==> src/hw/rtl/cymbal_hit_choke_detector_unit_macros.svh <==
// Assertion macros shared by the cymbal hit and choke detector RTL.
`ifndef CYMBAL_HIT_CHOKE_DETECTOR_UNIT_MACROS_SVH
`define CYMBAL_HIT_CHOKE_DETECTOR_UNIT_MACROS_SVH

// Same-cycle implication, checked on every rising clock edge outside reset.
`define CHCD_ASSERT_NOW(label, ante, cons) \
  label: assert property (@(posedge clk) disable iff (rst) (ante) |-> (cons)) \
    else $error("cymbal detector check failed");

// Next-cycle implication, checked on every rising clock edge outside reset.
`define CHCD_ASSERT_NEXT(label, ante, cons) \
  label: assert property (@(posedge clk) disable iff (rst) (ante) |=> (cons)) \
    else $error("cymbal detector sequence check failed");

`endif

==> src/hw/rtl/chcd_pkg.sv <==
// Package with the constants and codes of the cymbal hit and choke detector.
package chcd_pkg;

  // Configuration port widths.
  localparam int CFG_INDEX_BITS = 3;
  localparam int CFG_DATA_BITS  = 16;

  // Configuration register indices.
  localparam logic [CFG_INDEX_BITS-1:0] REG_PIEZO_THRESHOLD = 3'd0;
  localparam logic [CFG_INDEX_BITS-1:0] REG_EDGE_THRESHOLD  = 3'd1;
  localparam logic [CFG_INDEX_BITS-1:0] REG_CUP_THRESHOLD   = 3'd2;
  localparam logic [CFG_INDEX_BITS-1:0] REG_SCAN_TIME_US    = 3'd3;
  localparam logic [CFG_INDEX_BITS-1:0] REG_MASK_TIME_MS    = 3'd4;
  localparam logic [CFG_INDEX_BITS-1:0] REG_CHOKE_MODE      = 3'd5;
  localparam logic [CFG_INDEX_BITS-1:0] REG_ZONE_COUNT      = 3'd6;
  localparam logic [CFG_INDEX_BITS-1:0] REG_SHARED_TRS      = 3'd7;

  // Detector phases.
  localparam logic [1:0] PH_DETECT = 2'd0;
  localparam logic [1:0] PH_SCAN   = 2'd1;
  localparam logic [1:0] PH_MASK   = 2'd2;

  // Last reported event.
  localparam logic [1:0] EV_NONE  = 2'd0;
  localparam logic [1:0] EV_HIT   = 2'd1;
  localparam logic [1:0] EV_CHOKE = 2'd2;

  // Choke switch selection; the spare code selects no choke switch.
  localparam logic [1:0] CHOKE_NONE  = 2'd0;
  localparam logic [1:0] CHOKE_EDGE  = 2'd1;
  localparam logic [1:0] CHOKE_CUP   = 2'd2;
  localparam logic [1:0] CHOKE_SPARE = 2'd3;

  // Hit zones.
  localparam logic [1:0] ZONE_BOW  = 2'd0;
  localparam logic [1:0] ZONE_EDGE = 2'd1;
  localparam logic [1:0] ZONE_CUP  = 2'd2;

  // Zone count codes.
  localparam logic [1:0] ZC_NONE  = 2'd0;
  localparam logic [1:0] ZC_ONE   = 2'd1;
  localparam logic [1:0] ZC_TWO   = 2'd2;
  localparam logic [1:0] ZC_THREE = 2'd3;

  // Millisecond to microsecond conversion for the mask window.
  localparam int               MASK_US_BITS = 18;
  localparam logic [MASK_US_BITS-1:0] US_PER_MS = 18'd1000;

  // Switch press counters.
  localparam int               COUNT_BITS = 16;
  localparam logic [COUNT_BITS-1:0] COUNT_MAX = 16'hFFFF;

  // Reset values of the configuration registers.
  localparam logic [15:0] RST_SCAN_TIME_US = 16'd2000;
  localparam logic [7:0]  RST_MASK_TIME_MS = 8'd30;

endpackage

==> src/hw/rtl/cymbal_hit_choke_detector_unit.sv <==
// Top level of the cymbal hit and choke detector: one result item per sample item.
//
//   channel | direction | handshake            | payload
//   --------+-----------+----------------------+------------------------------------------
//   in      | input     | in_valid / in_stall  | time_us, connected, piezo/edge/cup_sample
//   out     | output    | out_valid / out_stall| hit, hit_zone, peak_value, choked
//   cfg     | input     | cfg_write            | cfg_index, cfg_data
//
// The state update and the result are worked out in one pass from the accepted item and land
// in the state registers and the result register together.
// An item is accepted every cycle unless a result sits in the result register and is stalled.
// Reset is synchronous: phase returns to peak detect, counters and times clear, the
// configuration registers take their reset values and the result register empties.
`include "cymbal_hit_choke_detector_unit_macros.svh"

module cymbal_hit_choke_detector_unit #(
  parameter int SAMPLE_BITS = 12
) (
  input  logic                                 clk,
  input  logic                                 rst,
  // Configuration write port
  input  logic                                 cfg_write,
  input  logic [chcd_pkg::CFG_INDEX_BITS-1:0]  cfg_index,
  input  logic [chcd_pkg::CFG_DATA_BITS-1:0]   cfg_data,
  // Input channel
  input  logic                                 in_valid,
  output logic                                 in_stall,
  input  logic [31:0]                          time_us,
  input  logic                                 connected,
  input  logic [SAMPLE_BITS-1:0]               piezo_sample,
  input  logic [SAMPLE_BITS-1:0]               edge_sample,
  input  logic [SAMPLE_BITS-1:0]               cup_sample,
  // Output channel
  output logic                                 out_valid,
  input  logic                                 out_stall,
  output logic                                 hit,
  output logic [1:0]                           hit_zone,
  output logic [SAMPLE_BITS-1:0]               peak_value,
  output logic                                 choked
);

  localparam int CB = chcd_pkg::COUNT_BITS;
  localparam int MB = chcd_pkg::MASK_US_BITS;

  // Configuration registers
  logic [SAMPLE_BITS-1:0] piezo_threshold;
  logic [SAMPLE_BITS-1:0] edge_threshold;
  logic [SAMPLE_BITS-1:0] cup_threshold;
  logic [15:0]            scan_time_us;
  logic [7:0]             mask_time_ms;
  logic [1:0]             choke_mode;
  logic [1:0]             zone_count;
  logic                   shared_trs;

  // Detector state
  logic [1:0]             phase, phase_next;
  logic [31:0]            hit_start_time, hit_start_time_next;
  logic [31:0]            scan_end_time, scan_end_time_next;
  logic [SAMPLE_BITS-1:0] peak_level, peak_level_next;
  logic [CB-1:0]          edge_press_count, edge_press_count_next;
  logic [CB-1:0]          cup_press_count, cup_press_count_next;
  logic [1:0]             last_event, last_event_next;

  // Result values for the accepted item
  logic                   hit_next;
  logic [1:0]             hit_zone_next;
  logic [SAMPLE_BITS-1:0] peak_value_next;
  logic                   choked_next;

  // Working signals
  logic                   in_accept;
  logic [SAMPLE_BITS-1:0] edge_level, cup_level;
  logic                   zc_edge_on, zc_cup_on;
  logic                   edge_pressed, cup_pressed, piezo_over, choke_hit;
  logic [SAMPLE_BITS-1:0] track_peak;
  logic [CB-1:0]          edge_inc, cup_inc, track_edge, track_cup;
  logic [31:0]            scan_elapsed, mask_elapsed;
  logic [MB-1:0]          mask_limit_us;

  // The result register frees up when it is empty or its item is taken this cycle.
  assign in_stall  = out_valid && out_stall;
  assign in_accept = in_valid && !in_stall;

  // Configuration writes
  always_ff @(posedge clk) begin
    if (rst) begin
      piezo_threshold <= SAMPLE_BITS'(100);
      edge_threshold  <= SAMPLE_BITS'(2048);
      cup_threshold   <= SAMPLE_BITS'(2048);
      scan_time_us    <= chcd_pkg::RST_SCAN_TIME_US;
      mask_time_ms    <= chcd_pkg::RST_MASK_TIME_MS;
      choke_mode      <= chcd_pkg::CHOKE_NONE;
      zone_count      <= chcd_pkg::ZC_THREE;
      shared_trs      <= 1'b0;
    end else if (cfg_write) begin
      case (cfg_index)
        chcd_pkg::REG_PIEZO_THRESHOLD: piezo_threshold <= cfg_data[SAMPLE_BITS-1:0];
        chcd_pkg::REG_EDGE_THRESHOLD:  edge_threshold  <= cfg_data[SAMPLE_BITS-1:0];
        chcd_pkg::REG_CUP_THRESHOLD:   cup_threshold   <= cfg_data[SAMPLE_BITS-1:0];
        chcd_pkg::REG_SCAN_TIME_US:    scan_time_us    <= cfg_data[15:0];
        chcd_pkg::REG_MASK_TIME_MS:    mask_time_ms    <= cfg_data[7:0];
        chcd_pkg::REG_CHOKE_MODE:      choke_mode      <= cfg_data[1:0];
        chcd_pkg::REG_ZONE_COUNT:      zone_count      <= cfg_data[1:0];
        chcd_pkg::REG_SHARED_TRS:      shared_trs      <= cfg_data[0];
        default: ;
      endcase
    end
  end

  // Switch levels: in shared mode the edge pin is split at the cup threshold.
  always_comb begin
    edge_level = edge_sample;
    cup_level  = cup_sample;
    if (shared_trs) begin
      if (edge_sample >= cup_threshold) begin
        cup_level  = edge_sample;
        edge_level = '0;
      end else begin
        cup_level  = '0;
      end
    end
  end

  // Active switches; a zone count of zero counts as the piezo alone.
  assign zc_edge_on = (zone_count != chcd_pkg::ZC_NONE) && (zone_count != chcd_pkg::ZC_ONE);
  assign zc_cup_on  = (zone_count == chcd_pkg::ZC_THREE);

  assign edge_pressed = zc_edge_on && (edge_level >= edge_threshold);
  assign cup_pressed  = zc_cup_on && (cup_level >= cup_threshold);
  assign piezo_over   = piezo_sample >= piezo_threshold;

  // The choke switch only counts when its zone is active.
  always_comb begin
    case (choke_mode)
      chcd_pkg::CHOKE_EDGE: choke_hit = edge_pressed;
      chcd_pkg::CHOKE_CUP:  choke_hit = cup_pressed;
      default:              choke_hit = 1'b0;
    endcase
  end

  // Saturating press counters and the running peak during a scan.
  assign edge_inc   = (edge_press_count == chcd_pkg::COUNT_MAX) ? edge_press_count
                                                              : edge_press_count + 1'b1;
  assign cup_inc    = (cup_press_count == chcd_pkg::COUNT_MAX) ? cup_press_count
                                                             : cup_press_count + 1'b1;
  assign track_edge = edge_pressed ? edge_inc : edge_press_count;
  assign track_cup  = cup_pressed ? cup_inc : cup_press_count;
  assign track_peak = (piezo_over && (piezo_sample > peak_level)) ? piezo_sample : peak_level;

  // Elapsed times wrap modulo 2^32; the mask length is converted to microseconds.
  assign scan_elapsed  = time_us - hit_start_time;
  assign mask_elapsed  = time_us - scan_end_time;
  assign mask_limit_us = MB'(mask_time_ms) * chcd_pkg::US_PER_MS;

  // Next state and result of the accepted item.
  always_comb begin
    phase_next            = phase;
    hit_start_time_next   = hit_start_time;
    scan_end_time_next    = scan_end_time;
    peak_level_next       = peak_level;
    edge_press_count_next = edge_press_count;
    cup_press_count_next  = cup_press_count;
    last_event_next       = last_event;
    hit_next              = 1'b0;
    hit_zone_next         = chcd_pkg::ZONE_BOW;
    peak_value_next       = '0;
    choked_next           = 1'b0;
    if (connected) begin
      case (phase)
        chcd_pkg::PH_DETECT: begin
          // A scan opens on a piezo strike or a choke press, with fresh counters.
          if (piezo_over || choke_hit) begin
            hit_start_time_next   = time_us;
            peak_level_next       = (piezo_over && (piezo_sample != '0)) ? piezo_sample : '0;
            edge_press_count_next = edge_pressed ? CB'(1) : '0;
            cup_press_count_next  = cup_pressed ? CB'(1) : '0;
            phase_next            = chcd_pkg::PH_SCAN;
          end
        end
        chcd_pkg::PH_SCAN: begin
          peak_level_next       = track_peak;
          edge_press_count_next = track_edge;
          cup_press_count_next  = track_cup;
          if (scan_elapsed >= {16'd0, scan_time_us}) begin
            scan_end_time_next = time_us;
            if (track_peak == '0) begin
              // No strike: report a choke unless the last event already was one.
              if (last_event != chcd_pkg::EV_CHOKE) begin
                choked_next     = 1'b1;
                last_event_next = chcd_pkg::EV_CHOKE;
                phase_next      = chcd_pkg::PH_MASK;
              end else begin
                phase_next = chcd_pkg::PH_DETECT;
              end
            end else begin
              hit_next        = 1'b1;
              peak_value_next = track_peak;
              last_event_next = chcd_pkg::EV_HIT;
              phase_next      = chcd_pkg::PH_MASK;
              // The switch with most presses wins, edge on a tie, else the bow.
              if (zc_cup_on && (track_cup > track_edge)) begin
                hit_zone_next = chcd_pkg::ZONE_CUP;
              end else if (zc_edge_on && (track_edge != '0)) begin
                hit_zone_next = chcd_pkg::ZONE_EDGE;
              end else begin
                hit_zone_next = chcd_pkg::ZONE_BOW;
              end
            end
          end
        end
        default: begin
          // Retrigger mask after a report.
          if (mask_elapsed >= {{(32-MB){1'b0}}, mask_limit_us}) begin
            phase_next = chcd_pkg::PH_DETECT;
          end
        end
      endcase
    end
  end

  // Detector state registers
  always_ff @(posedge clk) begin
    if (rst) begin
      phase            <= chcd_pkg::PH_DETECT;
      hit_start_time   <= '0;
      scan_end_time    <= '0;
      peak_level       <= '0;
      edge_press_count <= '0;
      cup_press_count  <= '0;
      last_event       <= chcd_pkg::EV_NONE;
    end else if (in_accept) begin
      phase            <= phase_next;
      hit_start_time   <= hit_start_time_next;
      scan_end_time    <= scan_end_time_next;
      peak_level       <= peak_level_next;
      edge_press_count <= edge_press_count_next;
      cup_press_count  <= cup_press_count_next;
      last_event       <= last_event_next;
    end
  end

  // Result register: loads on every accepted item, empties when its item is taken.
  always_ff @(posedge clk) begin
    if (rst) begin
      out_valid <= 1'b0;
    end else if (in_accept) begin
      out_valid <= 1'b1;
    end else if (!out_stall) begin
      out_valid <= 1'b0;
    end
  end

  always_ff @(posedge clk) begin
    if (in_accept) begin
      hit        <= hit_next;
      hit_zone   <= hit_zone_next;
      peak_value <= peak_value_next;
      choked     <= choked_next;
    end
  end

  // Checks on the detector logic
  `CHCD_ASSERT_NOW(a_hit_choke_exclusive, out_valid, !(hit && choked))
  `CHCD_ASSERT_NOW(a_no_hit_zero_payload, out_valid && !hit,
                   (hit_zone == chcd_pkg::ZONE_BOW) && (peak_value == '0))
  `CHCD_ASSERT_NOW(a_hit_has_peak, out_valid && hit, peak_value != '0)
  `CHCD_ASSERT_NEXT(a_accept_fills_result, in_accept, out_valid)
  `CHCD_ASSERT_NEXT(a_report_enters_mask, in_accept && (hit_next || choked_next),
                    phase == chcd_pkg::PH_MASK)

endmodule
==> config.mk <==
export PLATFORM = sky130hd
export DESIGN_NAME = cymbal_hit_choke_detector_unit
export DESIGN_NICKNAME = d
export VERILOG_FILES = /design/src/hw/rtl/chcd_pkg.sv /design/src/hw/rtl/cymbal_hit_choke_detector_unit.sv
export VERILOG_INCLUDE_DIRS = /design/src /design/src/hw/rtl
export SDC_FILE = /design/constraint.sdc
export NUM_CORES = 1
export LEC_CHECK = 0
export ABC_AREA = 1
export BUFFER_PORTS_ARGS = -buffer_cell sky130_fd_sc_hd__buf_4
export CAP_MARGIN = 20
export CORE_MARGIN = 1.5
export CORE_UTILIZATION = 38
export CTS_CLUSTER_DIAMETER = 60
export CTS_CLUSTER_SIZE = 8
export DETAILED_ROUTE_END_ITERATION = 12
export GPL_TIMING_DRIVEN = 0
export MAX_ROUTING_LAYER = met4
export PLACE_DENSITY = 0.57
export SYNTH_ARGS = -nofsm -noshare
export SYNTH_HDL_FRONTEND = slang
export SYNTH_SLANG_ARGS = --single-unit
==> constraint.sdc <==
create_clock -name clk -period 6.3 [get_ports clk]
set_input_delay 0.945 -clock clk [delete_from_list [all_inputs] [get_ports clk]]
set_output_delay 0.945 -clock clk [all_outputs]
set_load 0.02 [all_outputs]
==> run_results.csv <==
group,metric,value,unit
route,drc_errors,0,
timing,post-route-period-util,0.9273,
hold_path,hold_path_depth,2,
route,first_pass_iters,5,
timing,slew_viol_final,0,
final_layout,drive_above_1_share,0.09824,
timing,rsz0062_at_grt,"false",
yosys,synthCells,2639,
final_layout,regArea,4048,um^2
timing,fin_setup_tns,0,ps
timing,setup_violations,0,
yosys,synth_edf_count,16,
critical_path,cp_num_cells,32,
route,ant_nets,0,
yosys,netlist.area_leader.share,0.2061,
critical_path,startpoint_type,"flip-flop",
place,post_dp_cell_area,18850,um^2
final_layout,postLayoutCellArea,19530,um^2
critical_path,crit_buf_inv,4,
yosys,synthTopCellsByArea,"dfxtp_1 (21%), ha_1 (15%), nand2_1 (13%)",
power,p_sw_frac,0.3732,
critical_path,r2r.worst_path.cells,32,
route,first_iter_violations,1043,
job,maxCapViolCount,0,
global_routing,antenna_found_initial,0,
timing,max_freq,171.2,MHz
place,hpwl,43270,um
yosys,yosysWarnings,0,
yosys,ys_ff_latch,194,
die,rows,77,
final_layout,fin_cells,3372,
final_layout,fill_cells,4775,
die,die-area,46790,um^2
critical_path,required,6730,ps
critical_path,slowest_delay,510,ps
critical_path,criticalPathCategory,"flip-flop to flip-flop",
global_routing,overflow,0,
critical_path,cp_max_fo,7,
critical_path,arrival,6270,ps
die,chipHeight,216.3,um
yosys,synth_area_per_cell,6.552,um^2
yosys,synth_flop_cell,"dfxtp_1",
clock_tree,cts_root_buf,"clkbuf_16",
die,floorplan.initialDensity,0.3885,
clock_tree,path_clk_slew,80,ps
yosys,seq_area_frac_synth,0.2339,
place,gp_congestion,0.9453,
clock_tree,clk_path_buf_depth,2,
final_layout,synthToLayoutAreaGrowth,12.93,%
global_routing,grt_pass1_wl,82480,um
global_routing,grt_use_total,0.2288,
power,p_switching,1531,uW
yosys,syn_nets,2965,
timing,worst_pin_slew,749.4,ps
hold_path,hold_class,"flip-flop to flip-flop",
critical_path,slowest_stage,"fa_1",
clock_tree,insertion_delay,490,ps
power,p_leak,0.009302,uW
route,wl_per_cell,15.20,um
place,dp.cells,3340,
final_layout,multi_input_area,11180,um^2
route,vias,16660,
route,met1_length,23980,um
outcome,status,"finished, final reports clean",
route,top_layer_used,"met4",
yosys,yosys.area.top_type,"dfxtp_1",
clock_tree,cts_num_sinks,194,
power,peakVddDrop,202.1,uV
timing,min_period,5842,ps
route,routed_wl,51260,um
clock_tree,cts_tree,"done",
final_layout,finalNetCount,3093,
critical_path,crit_top_cell,"nor2_1",
die,core,44510,um^2
clock_tree,htree_levels,4,
critical_path,cpLargestDelayFamily,"adder cells",
die,die_w,216.3,um
power,power.internal,2571,uW
global_routing,grt_pass1_vias,15900,
route,dr_wl_met3,2101,um
yosys,async_flop_share,0,
route,vias_per_cell,4.939,
route,dr_wl_met2,24410,um
place,place.port_buffers,108,
global_routing,grt_start_max_net_pins,18,
power,power_density,210.1,nW/um^2
clock_tree,hold_buffers,0,
timing,finalHoldViolations,0,
timing,max_slew_margin,0.5004,
yosys,synth_cell_types,54,
power,clkPwrFrac,0.300,
critical_path,cp-end-kind,"flip-flop",
die,pin_count,111,
timing,skew,17.08,ps
clock_tree,cts_buffers,17,
yosys,syn_area,17290,um^2
power,combPwrFrac,0.380,
power,pwr-share-seq,0.321,
## cell usage after synthesis, drive strengths merged (21+ instances only)
cell type  number
a21oi         232
clkbuf         42
dfxtp         178
fa             23
ha            210
inv           473
nand2         635
nand3          99
nand4          27
nor2          292
nor3           45
o211ai         21
o21ai         175
o22ai          26
xor2           60
## repair_timing
| item | in CTS | in global routing |
|---|---|---|
| setup buffers | 0 | 0 |
| endpoints found under the setup margin | 0 | 4 |
| resized for setup | 0 | 12 |
## sequential cells by signal, summed over array words and instances (netlist names), 2 cells and up
register          cells
edge_threshold       12
scan_time_us         16
phase                 2
hit_start_time       32
hit_zone              2
piezo_threshold      12
scan_end_time        32
peak_level           12
edge_press_count     16
last_event            2
peak_value           12
zone_count            2
cup_press_count      16
choke_mode            2
cup_threshold        12
mask_time_ms          8
## worst register-to-register path: cells and delay by family, from the launching register on
| kind | cells | cell delay [ps] |
|---|---|---|
| xor gates and xnor gates | 2 | 370 |
| and+or+nand+nor | 15 | 1380 |
| AOI/OAI and AO/OA | 5 | 1070 |
| DFF | 1 | 440 |
| adders and majority gates | 6 | 2290 |
| buffers and inverters | 4 | 230 |
## cells in the final DEF (no fill, tap or decap), drive strengths merged, types with 23 or more instances in the layout
master,instances
xor2,60
ha,210
nor2,292
nand2,635
dfxtp,178
nand4,27
o21ai,175
nor3,45
clkbuf,61
buf,125
fa,23
o22ai,26
inv,478
nand3,99
a21oi,232
## logic make-up (layout without fill, tap and decap cells)
family | after synthesis | after routing | share of synthesized area
AND/OR/NAND/NOR | 1113 | 1113 | 0.2758
buffers and inverters | 533 | 673 | 0.1201
AO/OA/AOI/OAI | 497 | 497 | 0.1567
adder cells (fa/ha/maj) | 233 | 233 | 0.1786
flip-flops | 194 | 194 | 0.2339
XOR/XNOR | 69 | 69 | 0.03495
other | 0 | 1 | 0
## area by class of cell
cell class,instances,share of cell area
buffer,58,0.01512
antenna,1,0.0001282
sequential,194,0.2073
timing repair buffer,109,0.04210
multi-input combinational,1912,0.5728
clock buffer,19,0.02345
inverter,475,0.09144
clock inverter,12,0.009740
tap,592,0.03793
## stage by stage
| step | utilization | setup slack [ps] | hold WS [ps] | power [uW] |
|---|---|---|---|---|
| 3_3_place_gp | 0.4233 | -231.5 | 446.2 | 2869 |
| 6_report | 0.4387 | 458.1 | 460.7 | 4102 |
| 4_1_cts | 0.4381 | 247.4 | 459.2 | 4139 |
| 2_1_floorplan | - | 1216 | 433.1 | 2472 |
| 3_5_place_dp | 0.4236 | -287.2 | 449.2 | 2903 |
| 5_1_grt | 0.4386 | 9.431 | 481.1 | 4408 |
## worst paths after layout
kind                 startpoint                  to  slack [ps]
min          hit_start_time[13]  hit_start_time[13]         460
max reg2reg     mask_time_ms[0]            phase[1]         460
max             mask_time_ms[0]            phase[1]         460
min reg2reg  hit_start_time[13]  hit_start_time[13]         460
## power groups by stage
stage | clock network (uW) | registers [uW] | logic, uW
4_1_cts | 1250 | 1310 | 1570
3_3_place_gp | 0 | 1340 | 1530
5_1_grt | 1290 | 1320 | 1790
6_report | 1230 | 1320 | 1560
3_5_place_dp | 0 | 1340 | 1560
2_1_floorplan | 0 | 1350 | 1130
## metal layers
layer	track usage	up-vias
met2	0.3830	326
met3	0.03018	53
li1	-	8722
met5	-	-
met1	0.2900	7554
met4	0.05903	0
No activity file was read; power rests on OpenSTA's default activity.
